## src/sv/slm_pkg.sv

```systemverilog
// shared types, constants and tables of the sound level meter
package slm_pkg;

  localparam int SAMPLE_W  = 16;
  localparam int BSUM_W    = 41;
  localparam int CNT_W     = 11;
  localparam int ACC_W     = 56;
  localparam int DIV_W     = 57;
  localparam int DCNT_W    = 6;
  localparam int MS_FRAC   = 46;
  localparam int MAX_BLOCK = 1024;
  localparam int MAX_WIN   = 1024;
  localparam int POS_W     = 6;
  localparam int L2_W      = 24;
  localparam int DBP_W     = 43;
  localparam int RAW_W     = 19;
  localparam int EMA_W     = 38;
  localparam int SM_W      = 22;
  localparam int ALPHA_W   = 17;
  localparam int CFG_W     = 17;
  localparam int CFG_IDX_W = 2;

  localparam longint unsigned FLOOR_RAW =
    ((64'd1 << MS_FRAC) + 64'd5000000000) / 64'd10000000000;
  localparam logic [ACC_W-1:0] FLOOR_MS =
    (FLOOR_RAW == 0) ? ACC_W'(1) : ACC_W'(FLOOR_RAW);

  localparam logic signed [19:0] DB_PER_LOG2 = 20'sd197283;
  localparam logic [ALPHA_W-1:0] ALPHA_ONE = 17'd65536;

  localparam logic [CFG_IDX_W-1:0] CFG_WINDOW = 2'd0;
  localparam logic [CFG_IDX_W-1:0] CFG_OFFSET = 2'd1;
  localparam logic [CFG_IDX_W-1:0] CFG_ALPHA  = 2'd2;

  typedef struct packed {
    logic sample_step;
    logic blk_div_start;
    logic acc_update;
    logic win_div_start;
    logic floor_load;
    logic norm_shift;
    logic log_mul;
    logic l2_form;
    logic db_mul;
    logic raw_form;
    logic ema_mul1;
    logic ema_mul2;
    logic result_load;
  } slm_cmd_t;

  typedef struct packed {
    logic blk_end;
    logic div_done;
    logic window_full;
    logic norm_done;
    logic level_valid;
    logic out_free;
  } slm_stat_t;

  function automatic logic [16:0] log2_tab(input logic [4:0] idx);
    logic [16:0] v;
    unique case (idx)
      5'd0:  v = 17'd0;
      5'd1:  v = 17'd5732;
      5'd2:  v = 17'd11136;
      5'd3:  v = 17'd16248;
      5'd4:  v = 17'd21098;
      5'd5:  v = 17'd25711;
      5'd6:  v = 17'd30109;
      5'd7:  v = 17'd34312;
      5'd8:  v = 17'd38336;
      5'd9:  v = 17'd42196;
      5'd10: v = 17'd45904;
      5'd11: v = 17'd49472;
      5'd12: v = 17'd52911;
      5'd13: v = 17'd56229;
      5'd14: v = 17'd59434;
      5'd15: v = 17'd62534;
      default: v = 17'd65536;
    endcase
    return v;
  endfunction

  function automatic logic signed [15:0] sat16(input logic signed [SM_W-1:0] v);
    logic signed [15:0] r;
    if (v > SM_W'(32767)) r = 16'sh7fff;
    else if (v < -SM_W'(32768)) r = 16'sh8000;
    else r = v[15:0];
    return r;
  endfunction

endpackage

```

## src/sv/slm_div.sv

```systemverilog
// restoring divider, one quotient bit per cycle
module slm_div (
  input  logic                       clk,
  input  logic                       rst,
  input  logic                       start,
  input  logic [slm_pkg::DIV_W-1:0]  dividend,
  input  logic [slm_pkg::CNT_W-1:0]  divisor,
  output logic [slm_pkg::DIV_W-1:0]  quotient,
  output logic                       done
);
  import slm_pkg::*;

  logic [CNT_W-1:0]  rem;
  logic [DIV_W-1:0]  quo;
  logic [CNT_W-1:0]  dvs;
  logic [DCNT_W-1:0] cnt;
  logic              busy;
  logic [CNT_W:0]    trial;
  logic              fit;

  assign trial = {rem, quo[DIV_W-1]};
  assign fit = trial >= {1'b0, dvs};
  assign quotient = quo;

  always_ff @(posedge clk) begin
    if (rst) begin
      busy <= 1'b0;
      done <= 1'b0;
      cnt  <= '0;
    end else begin
      done <= 1'b0;
      if (start) begin
        busy <= 1'b1;
        cnt  <= DCNT_W'(DIV_W);
      end else if (busy) begin
        cnt <= cnt - 1'b1;
        if (cnt == DCNT_W'(1)) begin
          busy <= 1'b0;
          done <= 1'b1;
        end
      end
    end
  end

  always_ff @(posedge clk) begin
    if (start) begin
      rem <= '0;
      quo <= dividend;
      dvs <= divisor;
    end else if (busy) begin
      rem <= fit ? CNT_W'(trial - {1'b0, dvs}) : trial[CNT_W-1:0];
      quo <= {quo[DIV_W-2:0], fit};
    end
  end

  assert property (@(posedge clk) disable iff (rst) done |-> !busy)
    else $error("divider done while busy");
  assert property (@(posedge clk) disable iff (rst) busy |-> rem < dvs)
    else $error("partial remainder not below divisor");
  assert property (@(posedge clk) disable iff (rst) start |=> busy)
    else $error("divider did not start");

endmodule

```

## src/sv/slm_dp.sv

```systemverilog
// datapath: accumulators, shared divider, log2, dB scaling and smoothing
module slm_dp (
  input  logic                              clk,
  input  logic                              rst,
  input  slm_pkg::slm_cmd_t                 cmd,
  output slm_pkg::slm_stat_t                stat,
  input  logic signed [slm_pkg::SAMPLE_W-1:0] sample,
  input  logic                              block_end,
  input  logic                              cfg_we,
  input  logic [slm_pkg::CFG_IDX_W-1:0]     cfg_index,
  input  logic [slm_pkg::CFG_W-1:0]         cfg_data,
  output logic                              out_valid,
  input  logic                              out_ready,
  output logic signed [15:0]                level_db
);
  import slm_pkg::*;

  logic [CNT_W-1:0]          window_blocks;
  logic signed [15:0]        mic_offset;
  logic [ALPHA_W-1:0]        smoothing_alpha;

  logic [BSUM_W-1:0]         bsum;
  logic [CNT_W-1:0]          bcnt;
  logic [ACC_W-1:0]          acc;
  logic [CNT_W-1:0]          wcnt;
  logic signed [15:0]        smoothed;
  logic                      level_valid;

  logic [ACC_W-1:0]          norm;
  logic [POS_W-1:0]          pos;
  logic [16:0]               base;
  logic [28:0]               mprod;
  logic signed [L2_W-1:0]    l2;
  logic signed [DBP_W-1:0]   dbprod;
  logic signed [RAW_W-1:0]   raw;
  logic signed [EMA_W-1:0]   m1;
  logic signed [EMA_W-1:0]   m2;

  logic                      div_start;
  logic [DIV_W-1:0]          div_dividend;
  logic [CNT_W-1:0]          div_divisor;
  logic [DIV_W-1:0]          quo;
  logic                      div_done;

  logic [31:0]               sq;
  logic [CNT_W-1:0]          bcnt_inc;
  logic [CNT_W-1:0]          win_eff;
  logic [ACC_W+1:0]          acc_sum;
  logic [CNT_W-1:0]          wcnt_inc;
  logic [4:0]                idx;
  logic [16:0]               tab_lo;
  logic [16:0]               tab_hi;
  logic [12:0]               diff;
  logic [ALPHA_W-1:0]        alpha_eff;
  logic signed [EMA_W-1:0]   ema_sum;
  logic signed [SM_W-1:0]    sm;
  logic signed [15:0]        result;

  assign sq       = 32'($signed(sample) * $signed(sample));
  assign bcnt_inc = bcnt + 1'b1;
  assign wcnt_inc = wcnt + 1'b1;
  assign acc_sum  = {2'b00, acc} + {1'b0, quo};

  always_comb begin
    if (window_blocks == '0) win_eff = CNT_W'(1);
    else if (window_blocks > CNT_W'(MAX_WIN)) win_eff = CNT_W'(MAX_WIN);
    else win_eff = window_blocks;
  end

  assign alpha_eff = (smoothing_alpha > ALPHA_ONE) ? ALPHA_ONE : smoothing_alpha;

  assign idx    = {1'b0, norm[ACC_W-2 -: 4]};
  assign tab_lo = log2_tab(idx);
  assign tab_hi = log2_tab(idx + 5'd1);
  assign diff   = 13'(tab_hi - tab_lo);

  assign ema_sum = m1 + m2;
  assign sm      = SM_W'((ema_sum + EMA_W'(32768)) >>> 16);
  assign result  = level_valid ? sat16(sm) : sat16(SM_W'(raw));

  assign div_start    = cmd.blk_div_start | cmd.win_div_start;
  assign div_dividend = cmd.blk_div_start ? DIV_W'({bsum, 16'd0}) : DIV_W'(acc);
  assign div_divisor  = cmd.blk_div_start ? bcnt : wcnt;

  slm_div u_div (
    .clk      (clk),
    .rst      (rst),
    .start    (div_start),
    .dividend (div_dividend),
    .divisor  (div_divisor),
    .quotient (quo),
    .done     (div_done)
  );

  assign stat.blk_end     = block_end | (bcnt_inc >= CNT_W'(MAX_BLOCK));
  assign stat.div_done    = div_done;
  assign stat.window_full = wcnt >= win_eff;
  assign stat.norm_done   = norm[ACC_W-1];
  assign stat.level_valid = level_valid;
  assign stat.out_free    = !out_valid || out_ready;

  always_ff @(posedge clk) begin
    if (rst) begin
      window_blocks   <= CNT_W'(8);
      mic_offset      <= 16'sd30720;
      smoothing_alpha <= ALPHA_W'(6554);
    end else if (cfg_we) begin
      if (cfg_index == CFG_WINDOW) window_blocks <= cfg_data[CNT_W-1:0];
      if (cfg_index == CFG_OFFSET) mic_offset <= cfg_data[15:0];
      if (cfg_index == CFG_ALPHA) smoothing_alpha <= cfg_data[ALPHA_W-1:0];
    end
  end

  always_ff @(posedge clk) begin
    if (rst) begin
      bsum        <= '0;
      bcnt        <= '0;
      acc         <= '0;
      wcnt        <= '0;
      smoothed    <= '0;
      level_valid <= 1'b0;
      out_valid   <= 1'b0;
    end else begin
      if (cmd.sample_step) begin
        bsum <= bsum + BSUM_W'(sq);
        bcnt <= bcnt_inc;
      end
      if (cmd.blk_div_start) begin
        bsum <= '0;
        bcnt <= '0;
      end
      if (cmd.acc_update) begin
        acc  <= (acc_sum[ACC_W+1:ACC_W] != 2'b00) ? {ACC_W{1'b1}} : acc_sum[ACC_W-1:0];
        wcnt <= wcnt_inc;
      end
      if (cmd.win_div_start) begin
        acc  <= '0;
        wcnt <= '0;
      end
      if (cmd.result_load) begin
        smoothed    <= result;
        level_valid <= 1'b1;
        out_valid   <= 1'b1;
      end else if (out_valid && out_ready) begin
        out_valid <= 1'b0;
      end
    end
  end

  always_ff @(posedge clk) begin
    if (cmd.floor_load) begin
      norm <= (quo[ACC_W-1:0] < FLOOR_MS) ? FLOOR_MS : quo[ACC_W-1:0];
      pos  <= POS_W'(ACC_W - 1);
    end else if (cmd.norm_shift) begin
      norm <= {norm[ACC_W-2:0], 1'b0};
      pos  <= pos - 1'b1;
    end
    if (cmd.log_mul) begin
      base  <= tab_lo;
      mprod <= 29'(diff * norm[ACC_W-6 -: 16]);
    end
    if (cmd.l2_form) begin
      l2 <= $signed(L2_W'({pos, 16'd0})) + $signed(L2_W'(base))
          + $signed(L2_W'(mprod[28:16])) - $signed(L2_W'(MS_FRAC * 65536));
    end
    if (cmd.db_mul) dbprod <= DBP_W'(l2 * DB_PER_LOG2);
    if (cmd.raw_form) begin
      raw <= RAW_W'((dbprod + DBP_W'(1 << 23)) >>> 24) + RAW_W'(mic_offset);
    end
    if (cmd.ema_mul1) m1 <= EMA_W'($signed({1'b0, alpha_eff}) * raw);
    if (cmd.ema_mul2) begin
      m2 <= EMA_W'($signed({1'b0, ALPHA_W'(ALPHA_ONE - alpha_eff)}) * smoothed);
    end
    if (cmd.result_load) level_db <= result;
  end

  assert property (@(posedge clk) disable iff (rst) bcnt <= CNT_W'(MAX_BLOCK))
    else $error("block sample count beyond limit");
  assert property (@(posedge clk) disable iff (rst) wcnt <= CNT_W'(MAX_WIN))
    else $error("window block count beyond limit");
  assert property (@(posedge clk) disable iff (rst) cmd.norm_shift |-> !norm[ACC_W-1])
    else $error("normalizing an already normalized value");
  assert property (@(posedge clk) disable iff (rst) cmd.result_load |-> !out_valid || out_ready)
    else $error("result overwrites a beat not yet taken");

endmodule

```

## src/sv/slm_ctrl.sv

```systemverilog
// controller state machine sequencing block, window and level steps
module slm_ctrl (
  input  logic               clk,
  input  logic               rst,
  input  logic               in_valid,
  output logic               in_ready,
  input  slm_pkg::slm_stat_t stat,
  output slm_pkg::slm_cmd_t  cmd
);
  import slm_pkg::*;

  localparam logic [3:0] S_IDLE  = 4'd0;
  localparam logic [3:0] S_BDIV  = 4'd1;
  localparam logic [3:0] S_BWAIT = 4'd2;
  localparam logic [3:0] S_CHECK = 4'd3;
  localparam logic [3:0] S_WDIV  = 4'd4;
  localparam logic [3:0] S_WWAIT = 4'd5;
  localparam logic [3:0] S_NORM  = 4'd6;
  localparam logic [3:0] S_LOG   = 4'd7;
  localparam logic [3:0] S_L2    = 4'd8;
  localparam logic [3:0] S_DB    = 4'd9;
  localparam logic [3:0] S_RAW   = 4'd10;
  localparam logic [3:0] S_EMA1  = 4'd11;
  localparam logic [3:0] S_EMA2  = 4'd12;
  localparam logic [3:0] S_RES   = 4'd13;

  logic [3:0] state;
  logic [3:0] state_next;

  assign in_ready = (state == S_IDLE);

  always_comb begin
    cmd        = '0;
    state_next = state;
    unique case (state)
      S_IDLE: begin
        if (in_valid) begin
          cmd.sample_step = 1'b1;
          if (stat.blk_end) state_next = S_BDIV;
        end
      end
      S_BDIV: begin
        cmd.blk_div_start = 1'b1;
        state_next = S_BWAIT;
      end
      S_BWAIT: begin
        if (stat.div_done) begin
          cmd.acc_update = 1'b1;
          state_next = S_CHECK;
        end
      end
      S_CHECK: state_next = stat.window_full ? S_WDIV : S_IDLE;
      S_WDIV: begin
        cmd.win_div_start = 1'b1;
        state_next = S_WWAIT;
      end
      S_WWAIT: begin
        if (stat.div_done) begin
          cmd.floor_load = 1'b1;
          state_next = S_NORM;
        end
      end
      S_NORM: begin
        if (stat.norm_done) state_next = S_LOG;
        else cmd.norm_shift = 1'b1;
      end
      S_LOG: begin
        cmd.log_mul = 1'b1;
        state_next = S_L2;
      end
      S_L2: begin
        cmd.l2_form = 1'b1;
        state_next = S_DB;
      end
      S_DB: begin
        cmd.db_mul = 1'b1;
        state_next = S_RAW;
      end
      S_RAW: begin
        cmd.raw_form = 1'b1;
        state_next = stat.level_valid ? S_EMA1 : S_RES;
      end
      S_EMA1: begin
        cmd.ema_mul1 = 1'b1;
        state_next = S_EMA2;
      end
      S_EMA2: begin
        cmd.ema_mul2 = 1'b1;
        state_next = S_RES;
      end
      S_RES: begin
        if (stat.out_free) begin
          cmd.result_load = 1'b1;
          state_next = S_IDLE;
        end
      end
      default: state_next = S_IDLE;
    endcase
  end

  always_ff @(posedge clk) begin
    if (rst) state <= S_IDLE;
    else state <= state_next;
  end

  assert property (@(posedge clk) disable iff (rst) stat.div_done |->
                   state == S_BWAIT || state == S_WWAIT)
    else $error("divider finished outside a wait state");
  assert property (@(posedge clk) disable iff (rst) cmd.blk_div_start |=> state == S_BWAIT)
    else $error("block divide not followed by wait");
  assert property (@(posedge clk) disable iff (rst) (state == S_RES && !stat.out_free) |=>
                   state == S_RES)
    else $error("result stage left while output is stalled");

endmodule

```

## src/sv/sound_level_meter.sv

```systemverilog
// top level of the sound level meter
// Input channel: in_valid/in_ready with sample (signed 16 bit) and block_end.
// Each beat adds sample^2 to the block sum; block_end, or the
// 1024th sample of a block, closes the block.
// Closing a block runs a bit-serial divide on the shared divider, so
// in_ready stays low after a block-end beat until the controller is idle again.
// When window_blocks blocks are gathered, a second divide on the shared
// divider, a normalize of up to 43 shifts, log2, dB scaling and smoothing
// (skipped for the first level) follow before the level beat.
// Output channel: out_valid/out_ready with level_db, one beat per window,
// held in an output register; samples keep flowing while it waits, and
// the next level result waits, with in_ready low, until the beat is taken.
// Configuration: cfg_we writes cfg_data to register cfg_index (0 window_blocks,
// 1 mic offset, 2 smoothing_alpha); the user must write only when idle, the block does not enforce it.
// Reset (rst, synchronous) clears all sums, counts and the smoothing state
// and loads default register values; no result is pending after reset.
module sound_level_meter (
  input  logic                                clk,
  input  logic                                rst,
  input  logic                                in_valid,
  output logic                                in_ready,
  input  logic signed [slm_pkg::SAMPLE_W-1:0] sample,
  input  logic                                block_end,
  output logic                                out_valid,
  input  logic                                out_ready,
  output logic signed [15:0]                  level_db,
  input  logic                                cfg_we,
  input  logic [slm_pkg::CFG_IDX_W-1:0]       cfg_index,
  input  logic [slm_pkg::CFG_W-1:0]           cfg_data
);
  import slm_pkg::*;

  slm_cmd_t  cmd;
  slm_stat_t stat;

  slm_ctrl u_ctrl (
    .clk      (clk),
    .rst      (rst),
    .in_valid (in_valid),
    .in_ready (in_ready),
    .stat     (stat),
    .cmd      (cmd)
  );

  slm_dp u_dp (
    .clk       (clk),
    .rst       (rst),
    .cmd       (cmd),
    .stat      (stat),
    .sample    (sample),
    .block_end (block_end),
    .cfg_we    (cfg_we),
    .cfg_index (cfg_index),
    .cfg_data  (cfg_data),
    .out_valid (out_valid),
    .out_ready (out_ready),
    .level_db  (level_db)
  );

endmodule
```

## config.mk

```make
export PLATFORM = sky130hd
export DESIGN_NAME = sound_level_meter
export DESIGN_NICKNAME = d
export VERILOG_FILES = /design/src/sv/slm_pkg.sv /design/src/sv/slm_div.sv /design/src/sv/slm_dp.sv /design/src/sv/slm_ctrl.sv /design/src/sv/sound_level_meter.sv
export SDC_FILE = /design/constraint.sdc
export NUM_CORES = 2
export LEC_CHECK = 0
export ABC_AREA = 0
export ABC_CLOCK_PERIOD_IN_PS = 9200
export BUFFER_PORTS_ARGS = -buffer_cell sky130_fd_sc_hd__buf_4
export CAP_MARGIN = 20
export CORE_ASPECT_RATIO = 1.1
export CORE_UTILIZATION = 50
export CTS_CLUSTER_DIAMETER = 150
export DETAILED_ROUTE_END_ITERATION = 10
export MAX_ROUTING_LAYER = met4
export PLACE_DENSITY = 0.74
export SETUP_SLACK_MARGIN = 0.2
export SLEW_MARGIN = 30
export SYNTH_ARGS = -nofsm -noshare
export SYNTH_HDL_FRONTEND = slang
export SYNTH_SLANG_ARGS = --single-unit
```

## constraint.sdc

```tcl
create_clock -name clk -period 9.2 [get_ports clk]
set_clock_uncertainty 0.15 [all_clocks]
set_input_delay 1.38 -clock clk [delete_from_list [all_inputs] [get_ports clk]]
set_output_delay 1.38 -clock clk [all_outputs]
set_load 0.005 [all_outputs]
```

==> out/metrics.yaml <==
status: "complete, no violations"
clk_pin_slew_worst_paths_ps: 60
reg2regPathDepth: 31
cp-end-kind: "flip-flop"
row_count: 146
synth_seq_area_share: 0.1877
worst_pin_slew_ps: 1054
detailedPlace.worstSlack_ps: -339.5
period_needed_ps: 8677
clock-root-buffer: "clkbuf_16"
final_common_cell: "inv_1"
crit_fanout: 5
grt_overflow: 0
totalPowerFinal_w: 0.02349
wire_per_inst_um: 17.69
p_leak_nw: 39.06
setup_ws_ps: 522.8
nets: 9964
routed-via-count: 54359
io_buffers: 58
hold_viol_final: 0
place_congestion: 0.9575
drive_gt1_frac: 0.06056
first_pass_iters: 8
grt_pass1_vias: 57604
start_kind: "flip-flop"
drc_errors: 0
cts_htree_levels: 2
dp_hpwl_mm: 142.9
rr_endpoint: "u_dp.m2[36]$_DFFE_PN_"
min_path_cells: 0
min_from: "u_dp.tab_lo[15]$_SDFF_PP1_"
cts_buffer_depth: 3
fin_hold_ws_ps: 252.7
drv_slew: 0
arrival_ps: 8950
grt_first_pass_wirelength_mm: 292.4
layout_common_cells: "inv_1, nand2_1, fa_1"
avgSynthCellArea_sq_um: 9.056
syn_area_sq_um: 72560
grt_max_degree: 93
worst_ep_required_time_ps: 9470
synth_edf_count: 303
cap_violations: 0
max-vdd-ir-drop_mv: 0.7275
core_sq_um: 143900
clkLatencyLatePin_ps: 730
fmax_ghz: 0.1152
grt_usage: 0.2557
drtIter0Drc: 3186
die_h_um: 401.6
via_per_inst: 5.409
setup_viol: 0
maxSlewHeadroom: 0.2950
fin_crit_sh: 0.9432
cts_made_buffers: 60
cp_slowest_cell: "xor2_1"
cts.sinks: 529
hold-path-endpoint: "u_dp.base[15]$_DFFE_PP_"
ant_nets: 0
p_per_area_nw_per_um2: 298.8
ys_types: 82
ff2ff_setup_slack_ps: 520
crit_type: "flip-flop to flip-flop"
r2r_start: "u_dp.smoothing_alpha[2]$_SDFFE_PP0P_"
antenna_found_initial: 1
fp.dieArea_sq_um: 146700
syn_nets: 9905
cts_tree: "built"
syn_to_final_growth_pct: 8.326
cpMostUsedCell: "fa_1"
wirelength_mm: 177.7
fp.dieW_um: 365.2
rsz0062_at_grt: "true"
ys_ff_latch: 529
start_util: 0.5041
yosysWarnings: 0
io_pins: 59
netlist_instances: 8013
max_stage_delay_ps: 630
synth_async_sr_flop_share: 0
synth-main-ff-cell: "edfxtp_1"
worstHoldPathType: "flip-flop to flip-flop"
-- layout make-up --
type                       count  area (sq um)
multi-input combinational   5598         52170
tap                         1924          2407
fill                       12796         65340
antenna                        1         2.502
inverter                    1598          6001
clock inverter                26         371.6
sequential                   529         13620
clock buffer                  88          1839
timing repair buffer         285          2192
-- per-layer routing --
| layer | track usage | part of all wire |
|---|---|---|
| met1 | 0.2928 | 0.39 |
| met2 | 0.4463 | 0.51 |
| met3 | 0.02430 | 0.044 |
| met4 | 0.1231 | 0.054 |
| met5 | - | 0 |
-- sequential cells by signal, summed over array words and instances (netlist names), 17 cells and up --
signal	flops
u_dp.u_div.quotient	57
u_dp.dbprod	20
u_dp.raw	19
u_dp.acc	56
u_dp.smoothing_alpha	17
u_dp.bsum	41
u_dp.m2	34
u_dp.l2	24
u_dp.m1	37
u_dp.norm	56
-- critical path, delay by kind of cell, from the launching register on --
kind | cells | cell delay, ps
buffers and inverters | 5 | 490
AND/OR/NAND/NOR | 7 | 1410
flip-flops | 1 | 350
XOR/XNOR | 2 | 710
AO/OA/AOI/OAI | 10 | 2010
adder cells (fa/ha/maj) | 7 | 3310
-- synthesized netlist by cell type (all sizes together), types with 6 or more instances --
master | count | share of area
a2111oi | 9 | 0.0011
a211o | 10 | 0.0012
a211oi | 33 | 0.0035
a21boi | 22 | 0.0023
a21o | 142 | 0.015
a21oi | 410 | 0.028
a31o | 7 | 0.00084
a31oi | 24 | 0.0021
and2 | 305 | 0.026
and3 | 43 | 0.0037
and4 | 6 | 0.00072
buf | 37 | 0.0021
clkbuf | 251 | 0.013
dfxtp | 226 | 0.062
edfxtp | 303 | 0.13
fa | 1033 | 0.28
ha | 818 | 0.14
inv | 1595 | 0.083
mux2 | 13 | 0.0020
mux2i | 61 | 0.0084
nand2 | 1075 | 0.056
nand2b | 67 | 0.0058
nand3 | 77 | 0.0053
nand3b | 16 | 0.0017
nand4 | 40 | 0.0034
nor2 | 315 | 0.016
nor2b | 84 | 0.0072
nor3 | 54 | 0.0037
nor3b | 11 | 0.0011
nor4 | 18 | 0.0016
o211ai | 17 | 0.0018
o21a | 33 | 0.0034
o21ai | 294 | 0.020
o21bai | 34 | 0.0035
o22ai | 6 | 0.00052
o31a | 6 | 0.00072
o31ai | 30 | 0.0032
or2 | 14 | 0.0012
or3 | 21 | 0.0018
or4 | 8 | 0.00083
xnor2 | 247 | 0.030
xor2 | 124 | 0.015
-- how the worst max path moves through the flow --
| stage | slack (ps) | endpoint | startpoint | depth (start not counted) |
|---|---|---|---|---|
| 6_report | 520 | u_dp.m2[36]$_DFFE_PN_ | u_dp.smoothing_alpha[2]$_SDFFE_PP0P_ | 31 |
| 5_1_grt | 140 | u_dp.mprod[22]$_DFFE_PP_ | u_dp.norm[52]$_DFFE_PN_ | 41 |
| 4_1_cts | 210 | u_dp.mprod[28]$_DFFE_PP_ | u_dp.norm[51]$_DFFE_PN_ | 38 |
| 3_5_place_dp | -340 | u_dp.bsum[33]$_SDFFE_PP0P_ | sample[6] | 35 |
| 3_3_place_gp | -310 | u_dp.bsum[40]$_SDFFE_PP0P_ | sample[6] | 35 |
| 2_1_floorplan | 200 | u_dp.bsum[31]$_SDFFE_PP0P_ | sample[1] | 35 |
-- per-stage QoR --
step	util	area (sq um)	TNS [ps]	instances
finish	0.5461	78610	0	10049
global route	0.5461	78600	0	10048
CTS	0.5444	78370	0	10041
detailed placement	0.5290	76150	-2843	9927
global placement	0.5286	76090	-2351	9926
floorplan	-	72640	0	8013
-- report_power, final --
| group | total [W] | internal (W) | switching (W) |
|---|---|---|---|
| registers | 0.00335 | 0.00303 | 0.000313 |
| logic | 0.0175 | 0.00801 | 0.00950 |
| clock network | 0.00263 | 0.00157 | 0.00107 |
| total | 0.0235 | 0.0126 | 0.0109 |
-- cells by family after synthesis --
family,Yosys count,share of synthesized area
and+or+nand+nor,2162,0.1374
buffers and inverters,1886,0.09773
adders and majority gates,1851,0.4260
AOI/OAI and AO/OA,1139,0.09563
DFF,529,0.1877
xor gates and xnor gates,371,0.04478
muxes,75,0.01074
-- repair_timing --
item | in CTS | in global routing
resized for setup | 2 | 56
pin swaps | 0 | 22
gates cloned | 0 | 0
setup endpoints to repair | 3 | 34
hold buffers | 0 | 0
buffers inserted | 0 | 7
Note: power is estimated with default switching activity, not from simulation.
